## src/hw/rtl/mtws_pkg.sv

```systemverilog
// ----------------------------------------------------------------------------
// Task watchdog supervisor package
// Table size, operation and status codes, the request struct that passes from
// the sequencer to the entry store, and the result word struct.
// ----------------------------------------------------------------------------
`timescale 1ns / 1ps

package mtws_pkg;

  // Number of watched task entries (1 to 64).
  localparam int WATCH_ENTRIES = 8;
  localparam int IDX_W = (WATCH_ENTRIES > 1) ? $clog2(WATCH_ENTRIES) : 1;

  localparam int TIME_W = 32;
  localparam int PER_W  = 16;

  // Entry ids are 8 bits wide on the port; ids at or above this are unknown.
  localparam logic [8:0] ENTRY_LIMIT = 9'(WATCH_ENTRIES);
  localparam logic [IDX_W-1:0] LAST_IDX = IDX_W'(WATCH_ENTRIES - 1);

  localparam logic [PER_W-1:0] PERIOD_RESET = 16'd1000;

  // Operation codes.
  localparam logic [2:0] OP_TICK   = 3'd0;
  localparam logic [2:0] OP_REG    = 3'd1;
  localparam logic [2:0] OP_HBEAT  = 3'd2;
  localparam logic [2:0] OP_SETLIM = 3'd3;
  localparam logic [2:0] OP_PAUSE  = 3'd4;
  localparam logic [2:0] OP_FORCE  = 3'd5;

  // Status codes.
  localparam logic [1:0] ST_DONE    = 2'd0;
  localparam logic [1:0] ST_ZERO    = 2'd1;
  localparam logic [1:0] ST_FULL    = 2'd2;
  localparam logic [1:0] ST_IGNORED = 2'd3;

  typedef logic [IDX_W-1:0] idx_t;

  // Write and read requests toward the entry store.
  typedef struct packed {
    logic              lim_we;
    logic              seen_we;
    logic              act_set;
    idx_t              wr_idx;
    logic [TIME_W-1:0] lim_wdata;
    logic [TIME_W-1:0] seen_wdata;
    idx_t              rd_idx;
  } mem_req_t;

  // One result word.
  typedef struct packed {
    logic [2:0] stale_id;
    logic       stale;
    logic       feed;
    logic       checked;
    logic [2:0] assigned_id;
    logic [1:0] status;
  } result_t;

  // Low three bits of an entry index, as reported on the result port.
  function automatic logic [2:0] id3(input idx_t idx);
    logic [31:0] wide;
    wide = 32'(idx);
    return wide[2:0];
  endfunction

endpackage

```

## src/hw/rtl/mtws_entry_store.sv

```systemverilog
// ----------------------------------------------------------------------------
// Task watchdog entry store
// Limit and last-seen memories with registered reads, active flags in
// flip-flops, and the first-free entry search.
// ----------------------------------------------------------------------------
`timescale 1ns / 1ps

module mtws_entry_store (
  input  logic                                clk,
  input  logic                                rst_n,
  input  mtws_pkg::mem_req_t                  req,
  output logic [mtws_pkg::WATCH_ENTRIES-1:0]  active,
  output logic                                free_found,
  output mtws_pkg::idx_t                      free_idx,
  output logic [mtws_pkg::TIME_W-1:0]         rd_lim,
  output logic [mtws_pkg::TIME_W-1:0]         rd_seen
);

  logic [mtws_pkg::TIME_W-1:0] lim_mem  [mtws_pkg::WATCH_ENTRIES];
  logic [mtws_pkg::TIME_W-1:0] seen_mem [mtws_pkg::WATCH_ENTRIES];
  logic [mtws_pkg::TIME_W-1:0] rd_lim_r;
  logic [mtws_pkg::TIME_W-1:0] rd_seen_r;
  logic [mtws_pkg::WATCH_ENTRIES-1:0] active_r;

  // Limit memory: one write port, one registered read port.
  always_ff @(posedge clk) begin
    if (req.lim_we) begin
      lim_mem[req.wr_idx] <= req.lim_wdata;
    end
    rd_lim_r <= lim_mem[req.rd_idx];
  end

  // Last-seen memory: one write port, one registered read port.
  always_ff @(posedge clk) begin
    if (req.seen_we) begin
      seen_mem[req.wr_idx] <= req.seen_wdata;
    end
    rd_seen_r <= seen_mem[req.rd_idx];
  end

  // Active flags are cleared by reset; an inactive entry's memory rows are
  // never looked at.
  always_ff @(posedge clk) begin
    if (!rst_n) begin
      active_r <= '0;
    end else if (req.act_set) begin
      active_r[req.wr_idx] <= 1'b1;
    end
  end

  // Lowest inactive entry.
  always_comb begin
    free_found = 1'b0;
    free_idx   = '0;
    for (int i = mtws_pkg::WATCH_ENTRIES - 1; i >= 0; i--) begin
      if (!active_r[i]) begin
        free_found = 1'b1;
        free_idx   = mtws_pkg::IDX_W'(i);
      end
    end
  end

  assign active  = active_r;
  assign rd_lim  = rd_lim_r;
  assign rd_seen = rd_seen_r;

endmodule

```

## src/hw/rtl/mtws_seq.sv

```systemverilog
// ----------------------------------------------------------------------------
// Task watchdog sequencer
// Decodes each input word, keeps the time and period counters, and walks the
// entry store one entry per cycle for a health check.
// ----------------------------------------------------------------------------
`timescale 1ns / 1ps

module mtws_seq (
  input  logic                                clk,
  input  logic                                rst_n,
  input  logic                                in_valid,
  output logic                                in_ready,
  input  logic [2:0]                          op,
  input  logic [7:0]                          entry_id,
  input  logic [mtws_pkg::TIME_W-1:0]         limit_ms,
  input  logic                                pause_flag,
  input  logic                                cfg_wen,
  input  logic [mtws_pkg::PER_W-1:0]          cfg_wdata,
  output mtws_pkg::mem_req_t                  req,
  input  logic [mtws_pkg::WATCH_ENTRIES-1:0]  active,
  input  logic                                free_found,
  input  mtws_pkg::idx_t                      free_idx,
  input  logic [mtws_pkg::TIME_W-1:0]         rd_lim,
  input  logic [mtws_pkg::TIME_W-1:0]         rd_seen,
  output mtws_pkg::result_t                   res,
  output logic                                res_valid,
  input  logic                                res_take
);

  localparam logic S_IDLE = 1'b0;
  localparam logic S_SCAN = 1'b1;

  logic                          state_r,  state_nxt;
  logic [mtws_pkg::TIME_W-1:0]   now_r,    now_nxt;
  logic [mtws_pkg::PER_W-1:0]    period_r, period_nxt;
  logic [mtws_pkg::PER_W-1:0]    chk_per_r, chk_per_nxt;
  logic                          paused_r, paused_nxt;
  logic                          forced_r, forced_nxt;
  mtws_pkg::idx_t                scan_idx_r, scan_idx_nxt;
  mtws_pkg::result_t             res_r,    res_nxt;
  logic                          res_vld_r, res_vld_nxt;

  logic                          accept;
  logic [mtws_pkg::PER_W-1:0]    period_inc;
  logic                          due;
  logic                          id_ok;
  mtws_pkg::idx_t                id_idx;
  logic                          id_active;
  logic [mtws_pkg::TIME_W-1:0]   age;
  logic                          hit;
  logic                          last;

  assign in_ready = (state_r == S_IDLE) && !res_vld_r;
  assign accept   = in_valid && in_ready;

  // Period bookkeeping; a zero period acts as one.
  assign period_inc = period_r + 1'b1;
  assign due        = (period_inc >= chk_per_r) || (period_inc == '0);

  // Addressed entry for heartbeat and threshold updates.
  assign id_ok     = {1'b0, entry_id} < mtws_pkg::ENTRY_LIMIT;
  assign id_idx    = entry_id[mtws_pkg::IDX_W-1:0];
  assign id_active = id_ok && active[id_idx];

  // Staleness of the entry whose rows arrive this cycle, on wrapping age.
  assign age  = now_r - rd_seen;
  assign hit  = active[scan_idx_r] && (age > rd_lim);
  assign last = (scan_idx_r == mtws_pkg::LAST_IDX);

  always_comb begin
    state_nxt    = state_r;
    now_nxt      = now_r;
    period_nxt   = period_r;
    chk_per_nxt  = chk_per_r;
    paused_nxt   = paused_r;
    forced_nxt   = forced_r;
    scan_idx_nxt = scan_idx_r;
    res_nxt      = res_r;
    res_vld_nxt  = res_vld_r;
    req          = '0;

    // Read address runs one entry ahead of the compare.
    if (state_r == S_SCAN) begin
      req.rd_idx = last ? '0 : scan_idx_r + 1'b1;
    end

    if (res_take) begin
      res_vld_nxt = 1'b0;
    end

    if (cfg_wen) begin
      chk_per_nxt = cfg_wdata;
    end

    case (state_r)
      S_IDLE: begin
        if (accept) begin
          res_nxt        = '0;
          res_nxt.status = mtws_pkg::ST_DONE;
          res_vld_nxt    = 1'b1;
          case (op)
            mtws_pkg::OP_TICK: begin
              now_nxt = now_r + 1'b1;
              if (due) begin
                period_nxt = '0;
                if (!paused_r && !forced_r) begin
                  // Result comes at the end of the walk.
                  res_vld_nxt  = 1'b0;
                  scan_idx_nxt = '0;
                  state_nxt    = S_SCAN;
                end
              end else begin
                period_nxt = period_inc;
              end
            end
            mtws_pkg::OP_REG: begin
              if (limit_ms == '0) begin
                res_nxt.status = mtws_pkg::ST_ZERO;
              end else if (!free_found) begin
                res_nxt.status = mtws_pkg::ST_FULL;
              end else begin
                req.lim_we          = 1'b1;
                req.seen_we         = 1'b1;
                req.act_set         = 1'b1;
                req.wr_idx          = free_idx;
                req.lim_wdata       = limit_ms;
                req.seen_wdata      = now_r;
                res_nxt.assigned_id = mtws_pkg::id3(free_idx);
              end
            end
            mtws_pkg::OP_HBEAT: begin
              if (id_active) begin
                req.seen_we    = 1'b1;
                req.wr_idx     = id_idx;
                req.seen_wdata = now_r;
              end else begin
                res_nxt.status = mtws_pkg::ST_IGNORED;
              end
            end
            mtws_pkg::OP_SETLIM: begin
              if (id_active && (limit_ms != '0)) begin
                req.lim_we    = 1'b1;
                req.wr_idx    = id_idx;
                req.lim_wdata = limit_ms;
              end else begin
                res_nxt.status = mtws_pkg::ST_IGNORED;
              end
            end
            mtws_pkg::OP_PAUSE: begin
              paused_nxt = pause_flag;
            end
            mtws_pkg::OP_FORCE: begin
              forced_nxt = 1'b1;
            end
            default: begin
              res_nxt.status = mtws_pkg::ST_IGNORED;
            end
          endcase
        end
      end
      S_SCAN: begin
        // The first stale entry ends the walk; otherwise the last one does.
        if (hit || last) begin
          res_nxt          = '0;
          res_nxt.status   = mtws_pkg::ST_DONE;
          res_nxt.checked  = 1'b1;
          res_nxt.stale    = hit;
          res_nxt.feed     = !hit;
          res_nxt.stale_id = hit ? mtws_pkg::id3(scan_idx_r) : 3'd0;
          res_vld_nxt      = 1'b1;
          state_nxt        = S_IDLE;
        end else begin
          scan_idx_nxt = scan_idx_r + 1'b1;
        end
      end
      default: begin
        state_nxt = S_IDLE;
      end
    endcase
  end

  // Control state.
  always_ff @(posedge clk) begin
    if (!rst_n) begin
      state_r   <= S_IDLE;
      now_r     <= '0;
      period_r  <= '0;
      chk_per_r <= mtws_pkg::PERIOD_RESET;
      paused_r  <= 1'b0;
      forced_r  <= 1'b0;
      res_vld_r <= 1'b0;
    end else begin
      state_r   <= state_nxt;
      now_r     <= now_nxt;
      period_r  <= period_nxt;
      chk_per_r <= chk_per_nxt;
      paused_r  <= paused_nxt;
      forced_r  <= forced_nxt;
      res_vld_r <= res_vld_nxt;
    end
  end

  // Payload registers.
  always_ff @(posedge clk) begin
    scan_idx_r <= scan_idx_nxt;
    res_r      <= res_nxt;
  end

  assign res       = res_r;
  assign res_valid = res_vld_r;

endmodule

```

## src/hw/rtl/multi_task_watchdog_supervisor_unit.sv

```systemverilog
// ----------------------------------------------------------------------------
// Multi-task watchdog supervisor
// Keeps a table of watched tasks and runs periodic health checks over it.
// ----------------------------------------------------------------------------
//  Channel  Direction  Handshake          Contents
//  in_      slave      tvalid / tready    op in tuser, entry and limit in tdata
//  out_     master     tvalid / tready    status and check result in tdata
//  cfg_     write      cfg_wen            check period
//
// Any word but a checked tick has its result written to the sequencer's result
// register when it is taken. A tick that falls due for a check walks up to
// WATCH_ENTRIES entries; the walk stops at the first stale entry, one memory read
// per cycle. The input stalls during the walk and while a result waits in the
// sequencer, until it moves into the output register, so a new word is taken only
// after the last one is through. A stalled output register holds
// one word while the next item is taken; a second result then waits inside
// and stalls the input. Reset is synchronous and clears the active flags at
// once; the memories need no clearing pass.
// ----------------------------------------------------------------------------
`timescale 1ns / 1ps

module multi_task_watchdog_supervisor_unit (
  input  logic        clk,
  input  logic        rst_n,
  input  logic        in_tvalid,
  output logic        in_tready,
  input  logic [47:0] in_tdata,   // entry_id[7:0], limit_ms[39:8], pause_flag[40]
  input  logic [2:0]  in_tuser,   // op[2:0]
  output logic        out_tvalid,
  input  logic        out_tready,
  output logic [15:0] out_tdata,  // status[1:0], assigned_id[4:2], checked[5],
                                  // feed[6], stale[7], stale_id[10:8]
  input  logic        cfg_wen,
  input  logic [15:0] cfg_wdata
);

  mtws_pkg::mem_req_t                 req;
  logic [mtws_pkg::WATCH_ENTRIES-1:0] active;
  logic                               free_found;
  mtws_pkg::idx_t                     free_idx;
  logic [mtws_pkg::TIME_W-1:0]        rd_lim;
  logic [mtws_pkg::TIME_W-1:0]        rd_seen;
  mtws_pkg::result_t                  res;
  logic                               res_valid;
  logic                               res_take;
  logic                               out_vld_r;
  logic [15:0]                        out_data_r;

  mtws_seq u_seq (
    .clk        (clk),
    .rst_n      (rst_n),
    .in_valid   (in_tvalid),
    .in_ready   (in_tready),
    .op         (in_tuser),
    .entry_id   (in_tdata[7:0]),
    .limit_ms   (in_tdata[39:8]),
    .pause_flag (in_tdata[40]),
    .cfg_wen    (cfg_wen),
    .cfg_wdata  (cfg_wdata),
    .req        (req),
    .active     (active),
    .free_found (free_found),
    .free_idx   (free_idx),
    .rd_lim     (rd_lim),
    .rd_seen    (rd_seen),
    .res        (res),
    .res_valid  (res_valid),
    .res_take   (res_take)
  );

  mtws_entry_store u_store (
    .clk        (clk),
    .rst_n      (rst_n),
    .req        (req),
    .active     (active),
    .free_found (free_found),
    .free_idx   (free_idx),
    .rd_lim     (rd_lim),
    .rd_seen    (rd_seen)
  );

  // The output register takes a finished result whenever it is empty or drains.
  assign res_take = res_valid && (!out_vld_r || out_tready);

  always_ff @(posedge clk) begin
    if (!rst_n) begin
      out_vld_r <= 1'b0;
    end else if (res_take) begin
      out_vld_r <= 1'b1;
    end else if (out_tready) begin
      out_vld_r <= 1'b0;
    end
  end

  always_ff @(posedge clk) begin
    if (res_take) begin
      out_data_r <= {5'b0, res.stale_id, res.stale, res.feed, res.checked,
                     res.assigned_id, res.status};
    end
  end

  assign out_tvalid = out_vld_r;
  assign out_tdata  = out_data_r;

endmodule

```

## config.mk

```make
export PLATFORM = sky130hd
export DESIGN_NAME = multi_task_watchdog_supervisor_unit
export DESIGN_NICKNAME = d
export VERILOG_FILES = /design/src/hw/rtl/mtws_pkg.sv /design/src/hw/rtl/mtws_entry_store.sv /design/src/hw/rtl/mtws_seq.sv /design/src/hw/rtl/multi_task_watchdog_supervisor_unit.sv
export SDC_FILE = /design/constraint.sdc
export NUM_CORES = 1
export LEC_CHECK = 0
export BUFFER_PORTS_ARGS = -buffer_cell sky130_fd_sc_hd__buf_4
export CAP_MARGIN = 20
export CORE_MARGIN = 2
export CORE_UTILIZATION = 50
export DETAILED_ROUTE_END_ITERATION = 12
export PLACE_DENSITY_LB_ADDON = 0.05
export SETUP_SLACK_MARGIN = 0.4
export SYNTH_ARGS = -nofsm -noshare
export SYNTH_HDL_FRONTEND = slang
export SYNTH_SLANG_ARGS = --single-unit
```

## constraint.sdc

```tcl
create_clock -name clk -period 14.9 [get_ports clk]
set_input_delay 1.49 -clock clk [delete_from_list [all_inputs] [get_ports clk]]
set_output_delay 1.49 -clock clk [all_outputs]
set_load 0.05 [all_outputs]
```

* After elaboration in Yosys (flattened, before gate mapping)
Memory sizes are Yosys's and may differ from the RTL's. A register that Yosys moved wholly into a read port is not among the register bits.
Index checks and enable logic that the tools add are counted.
** Cells by class
- $add $sub $neg :: 4
- Order comparisons :: 7
- Equality and inequality tests :: 12
- Multiplexer cells :: 77
- Bitwise logic cells :: 2
- Reduce and logical (&&, ||, !) cells :: 27
** Operators by type and width (count)
- 2-to-1 mux 70 bit :: 4
- case mux 32 bit (2 select lines) :: 2
- 2-to-1 mux 3 bit :: 20
- 2-to-1 mux 35 bit :: 1
- adder 32 x 1 -> 32 bit (second input constant) :: 1
- > comparator 32 bit :: 1
- logical NOT 32 bit :: 1
- 2-to-1 mux 32 bit :: 1
- nonzero test 32 bit :: 1
- subtractor 32 bit :: 1
- 2-to-1 mux 1 bit :: 31
- 2-to-1 mux 11 bit :: 2
- case mux 11 bit (2 select lines) :: 1
- adder 16 x 1 -> 16 bit (second input constant) :: 1
- >= comparator 16 bit :: 1
- logical NOT 16 bit :: 1
- 2-to-1 mux 16 bit :: 1
- less-than comparator 3 x 4 -> 1 bit (second input constant) :: 3
- == test 3 bit (second input constant) :: 3
- case mux 3 bit (3 select lines) :: 1
- AND reduction 3 bit :: 3
- logical AND 1 bit :: 8
- less-than comparator 8 x 4 -> 1 bit (second input constant) :: 1
- 2-to-1 mux 2 bit :: 4
- 20 further kinds :: 35
** Storage, ports and cells
- Register bits after elaboration :: 102
- Bits in writable memories :: 512
- Output and inout port bits :: 18
- Logic and storage cells :: 148
- Memories :: 2
** Memory list
- u_store.lim_mem :: depth 8, width 32, read ports 1, clocked after memory_dff 1, write ports 1, RTL line mtws_entry_store.sv:19 : logic [mtws_pkg::TIME_W-1:0] lim_mem [mtws_pkg::WATCH_ENTRIES];
- u_store.seen_mem :: depth 8, width 32, read ports 1, clocked after memory_dff 1, write ports 1, RTL line mtws_entry_store.sv:20 : logic [mtws_pkg::TIME_W-1:0] seen_mem [mtws_pkg::WATCH_ENTRIES];

* Logic depth before layout (Yosys ltp)
- Depth in word-level cells :: 18
- Depth in mapped cells :: 21
- Depth with buffers taken out :: 21

* Hierarchy
From an unflattened synthesis, not the netlist that was laid out.
** Second synthesis, totals
- Cell total of the unflattened synthesis :: 1851
- Area total of the unflattened synthesis :: 28920.2 um^2
** Modules (own cells, without submodules)
- mtws_entry_store :: instances 1, cells each 869, area each 20932.6 um^2, seq. area each 16816.1 um^2
- mtws_seq :: instances 1, cells each 961, area each 7568.5 um^2, seq. area each 1781.7 um^2
- multi_task_watchdog_supervisor_unit :: instances 1, cells each 21, area each 419.2 um^2, seq. area each 350.3 um^2

* Worst setup path before layout
Ideal clock, no wire load.
- Kind :: input to register
- Start :: input port in_tdata[0]
- End :: memory u_store.lim_mem[1][0] in the netlist's numbering (enable)
- Setup time :: 0.461 ns
- Arrival time :: 5.142 ns
- Setup slack :: 9.297 ns
- Cell stages on the path :: 8
- Buffers on the path :: 1
- Cells stage by stage :: mux4_2 -> mux2_2 -> nand4_1 -> a21oi_2 -> a21oi_1 -> nand2b_1 -> clkbuf_1 -> nor3_1
** On the way
- Longest elaborated chain between the ends :: 10
- Elaborated cells between the ends (all ways) :: 14
** RTL lines
- from (decl) :: RTL line multi_task_watchdog_supervisor_unit.sv:27 : input logic [47:0] in_tdata,
- parallel branches: the longest is 6 deep, another holds less-than comparator 8 x 4 -> 1 bit
- 2-to-1 mux 70 bit (*) :: RTL line mtws_seq.sv:97 : if (accept) begin
- 2-to-1 mux 70 bit (*) :: RTL line mtws_seq.sv:95 : case (state_r)
- 2-to-1 mux 1 bit :: RTL line mtws_entry_store.sv:27 : if (req.lim_we) begin
- 2-to-1 mux 1 bit (not written as such) :: RTL line mtws_entry_store.sv:28 : lim_mem[req.wr_idx] <= req.lim_wdata;
- to (decl) :: RTL line mtws_entry_store.sv:19
Mark *: on every way between the ends. The select of a mux whose other input is x is not followed.

* Worst setup path in the final report
- Start :: register u_seq.now_r[2] in the netlist's numbering
- End :: register u_seq.scan_idx_r[2] (enable)
** On the way
- Longest elaborated chain between the ends :: 6
** RTL lines
- from (decl) :: RTL line mtws_seq.sv:34 : logic [mtws_pkg::TIME_W-1:0] now_r, now_nxt;
- from (signal assigned) :: RTL line mtws_seq.sv:194 : now_r <= now_nxt;
- subtractor 32 bit :: RTL line mtws_seq.sv:66 : assign age = now_r - rd_seen;
- > comparator 32 bit :: RTL line mtws_seq.sv:67 : assign hit = active[scan_idx_r] && (age > rd_lim);
- logical AND 1 bit :: RTL line mtws_seq.sv:67
- logical OR 1 bit :: RTL line mtws_seq.sv:163 : if (hit || last) begin
- != test 2 bit (no line)
- AND reduction 5 bit (no line)
- to (signal assigned) :: RTL line mtws_seq.sv:205 : scan_idx_r <= scan_idx_nxt;
- to (decl) :: RTL line mtws_seq.sv:39 : mtws_pkg::idx_t scan_idx_r, scan_idx_nxt;
Every way passes these cells.
A chain may end at the register's enable or synchronous reset.

==> key figures <==
Run status
  • Status: finished clean

STA
  • Pins Over Slew Limit: 0
  • Max frequency: 185 MHz
  • Final setup vio count: 0
  • Total negative slack for setup checks: 0 ns
  • Slew of the pin with the lowest slew margin: 1.07 ns
  • Unrepaired setup endpoints after global routing: false
  • Worst clock skew on the final layout: 0.0319 ns
  • Headroom to the max-slew limit: 28.5%
  • Final critical-path share of the clock period: 36.4%
  • Minimum clock period: 5.42 ns
  • Count of endpoints failing hold in the final timing report: 0

Global routing
  • Most used routing layer: met2
  • Number of antenna violations at the first check in global routing: 0
  • Met1 track demand over resource in global routing: 31.6%
  • Overall fraction of global-route tracks in use: 22.7%
  • Leftover overflow at the end of global routing: 0
  • Maximum number of pins on one net before global-route repair: 79
  • Global-route wire length before repair: 104 mm
  • Met2 usage in global routing: 37.5%
  • Met3 usage: 3.16%
  • Vias in the first global route: 17900

Final layout
  • Final instance area: 33000 um2
  • Seq. cell area: 18900 um2
  • Antenna Cells: 0
  • Area growth syn-to-layout: 12.9%
  • Most common library cell in the layout ignoring fill and taps: sky130_fd_sc_hd__edfxtp_1
  • Net count, final: 2541
  • Share of layout cells above drive strength 1: 13.7%
  • Combined area of the multi-input logic cells: 9610 um2
  • Filler cell count: 4670
  • Top library cells by usage in the layout, fill and taps aside: 537 x sky130_fd_sc_hd__edfxtp_1, 261 x sky130_fd_sc_hd__nand2_1, 179 x sky130_fd_sc_hd__nor2_1

Yosys
  • Multiplexer share of the synthesized area: 5.68%
  • Top FF cell, synth: sky130_fd_sc_hd__edfxtp_1
  • Register bit total from synthesis: 678
  • Cell variety after synth: 79
  • Synthesized netlist cell count: 2315
  • Combined area of all synthesized cells: 29300 um2
  • Share of synthesized area occupied by flip-flops and latches: 64.8%
  • Largest family of logic cells by synthesized area: simple AND/OR/NAND/NOR gates
  • Synth area leaders: sky130_fd_sc_hd__edfxtp_1 55%, sky130_fd_sc_hd__dfxtp_1 9.6%, sky130_fd_sc_hd__mux4_2 5.2%, sky130_fd_sc_hd__ha_1 3.5%, sky130_fd_sc_hd__nand2_1 3.4%
  • Number of flops mapped to enable cells by yosys: 537
  • Count of yosys warnings during synthesis: 0
  • Most area-hungry cell type in the Yosys netlist: sky130_fd_sc_hd__edfxtp_1
  • Fraction of the mapped netlist area in simple logic gates: 14.2%
  • Proportion of synthesized flip-flops having asynchronous set or reset: 0%
  • Adder-cell area share of the yosys netlist: 3.62%
  • Proportion of netlist area held by the largest area contributor: 55.1%
  • Synthesized area per cell: 12.6 um2
  • Post-synthesis compound-gate area fraction: 6.84%
  • Parity-gate share of the synthesized area counting xor and xnor cells: 1.94%

Floorplanning
  • Placeable core area: 57800 um2
  • Die height: 246 um
  • Die Outline Area: 60500 um2
  • Placement row count: 88
  • Initial core utilization: 50.6%
  • Die width: 246 um
  • Number of top-level pins: 90

Run
  • Maximum capacitance violations: 0

Drt
  • Wire per inst: 20.9 um
  • Number of DRC violations after detailed routing: 0
  • Drt initial violations: 1352
  • Number of optimization iterations in the first detailed-route pass: 5
  • Wire length after detailed routing: 67.1 mm
  • Number of vias per cell: 5.63
  • Number of antenna-violating nets in the routed design: 0
  • Count of vias placed by the detailed router: 18100

Setup path
  • Nature of the critical path startpoint: register
  • Type of destination of the critical path: register
  • CP Class: register to register
  • Maximum fanout count along the critical path: 6
  • Worst EP required: 15.21 ns
  • Critical path data arrival time: 5.72 ns

Power
  • Leakage power total: 12.4 nW
  • Maximum resistive drop on vdd: 0.0986 mV
  • Power per cell area: 118 nW/um2

Clocking
  • Skew-Pair Late Insertion Delay: 0.62 ns
  • Root Driver: sky130_fd_sc_hd__clkbuf_16
  • Post-CTS setup-driven buffer insertion count: 0
  • Clock-pin slew on the worst setup and hold paths: 0.06 ns
  • CTS tree: done
  • Total clock buffers created by CTS: 72
  • CTS Sinks: 678
  • CTS H-tree depth: 3
  • Maximum buffer depth of the clock tree: 3
  • Count of hold-fix buffers inserted at cts: 0
  • Post-cts resize count: 0

Place
  • DPL Wire Length: 38.4 mm
  • Area after DPL: 30700 um2
  • Number of buffers inserted by port buffering: 77
  • Global placer's final weighted congestion: 0.899

Min path
  • Path type of the worst min-delay path: register to register
[per-stage QoR]
| stage | hold WS [ns] | total power [mW] | std cells | worst slack, ns | utilization, % |
|---|---|---|---|---|---|
| after floorplan | 0.400 | 2.12 | 2319 | 9.30 | - |
| after global placement | 0.404 | 2.15 | 3075 | 9.32 | 53.0 |
| after detailed placement | 0.405 | 2.16 | 3075 | 9.33 | 53.0 |
| after CTS | 0.419 | 3.93 | 3209 | 9.35 | 57.1 |
| after global routing | 0.427 | 4.02 | 3210 | 9.07 | 57.1 |
| final | 0.418 | 3.89 | 3210 | 9.48 | 57.1 |
[worst max-delay path, cell delays in order, from the launching register on]
cell	delay, ns
sky130_fd_sc_hd__dfxtp_1	0.52
sky130_fd_sc_hd__ha_1	0.35
sky130_fd_sc_hd__o21a_1	0.18
sky130_fd_sc_hd__o31a_1	0.13
sky130_fd_sc_hd__o21ai_1	0.35
sky130_fd_sc_hd__a21oi_1	0.21
sky130_fd_sc_hd__a221oi_1	0.39
sky130_fd_sc_hd__a21oi_1	0.17
sky130_fd_sc_hd__a2111oi_0	0.49
sky130_fd_sc_hd__nor3_1	0.12
sky130_fd_sc_hd__ha_1	0.31
sky130_fd_sc_hd__nand4_1	0.11
sky130_fd_sc_hd__nor4_1	0.64
sky130_fd_sc_hd__a31oi_1	0.32
sky130_fd_sc_hd__o21a_1	0.26
sky130_fd_sc_hd__nor3_1	0.25
sky130_fd_sc_hd__nand2_1	0.13
sky130_fd_sc_hd__nand2_1	0.18
[logic make-up (layout without fill, tap and decap cells)]
family,Yosys count,after routing
and+or+nand+nor,867,867
DFF,678,678
AOI/OAI and AO/OA,331,331
buffers and inverters,209,335
adders and majority gates,84,84
muxes,81,81
xor gates and xnor gates,64,64
other,1,5
[state kept, by name (all words and copies together), names as in the netlist]
name and cells:
out_tdata 11, out_tvalid 1, u_seq.chk_per_r 16, u_seq.forced_r 1, u_seq.now_r 32, u_seq.paused_r 1
u_seq.period_r 16, u_seq.res 11, u_seq.res_valid 1, u_seq.scan_idx_r 3, u_seq.state_r 1, u_store.active 8
u_store.lim_mem 256, u_store.rd_lim 32, u_store.rd_seen 32, u_store.seen_mem 256
[metal layers]
metal,wire length (um),part of all wire [%]
met4,1220,1.8
met5,0,0
met2,32400,48
met1,30500,45
met3,2980,4.4
[final cells by class]
type,count,share of cell area (%)
clock buffers,98,5.99
inverters,97,1.12
flip-flops and latches,678,57.4
well taps,765,2.90
clock inverters,36,1.17
repair buffers,104,2.36
multi-input cells,1432,29.1
[Yosys cell counts (all sizes together) (19+ instances only)]
cell type and n:
xor2 19, a21o 28, nor2 194, edfxtp 537, ha 83, a21oi 113
and2 94, dfxtp 141, mux4 68, xnor2 45, clkbuf 86, nand2 262
o21ai 100, nor3 155, buf 25, inv 97, nand3 47, nand4 22
nor2b 25
[worst paths after layout]
check	slack, ns	depth (start not counted)	from	end
setup reg to reg	9.48	17	u_seq.now_r[2]	u_seq.scan_idx_r[2]
setup / recovery	9.48	17	u_seq.now_r[2]	u_seq.scan_idx_r[2]
hold reg to reg	0.42	0	u_seq.res[9]	out_tdata[9]
hold / removal	0.42	0	u_seq.res[9]	out_tdata[9]
[report_power, final]
part           internal, mW  switching [mW]  leakage (nW)
registers              2.03         0.00418          6.19
clock network          1.04           0.730          1.16
logic                0.0322          0.0483          5.01
No activity file was read; power rests on OpenSTA's default activity.
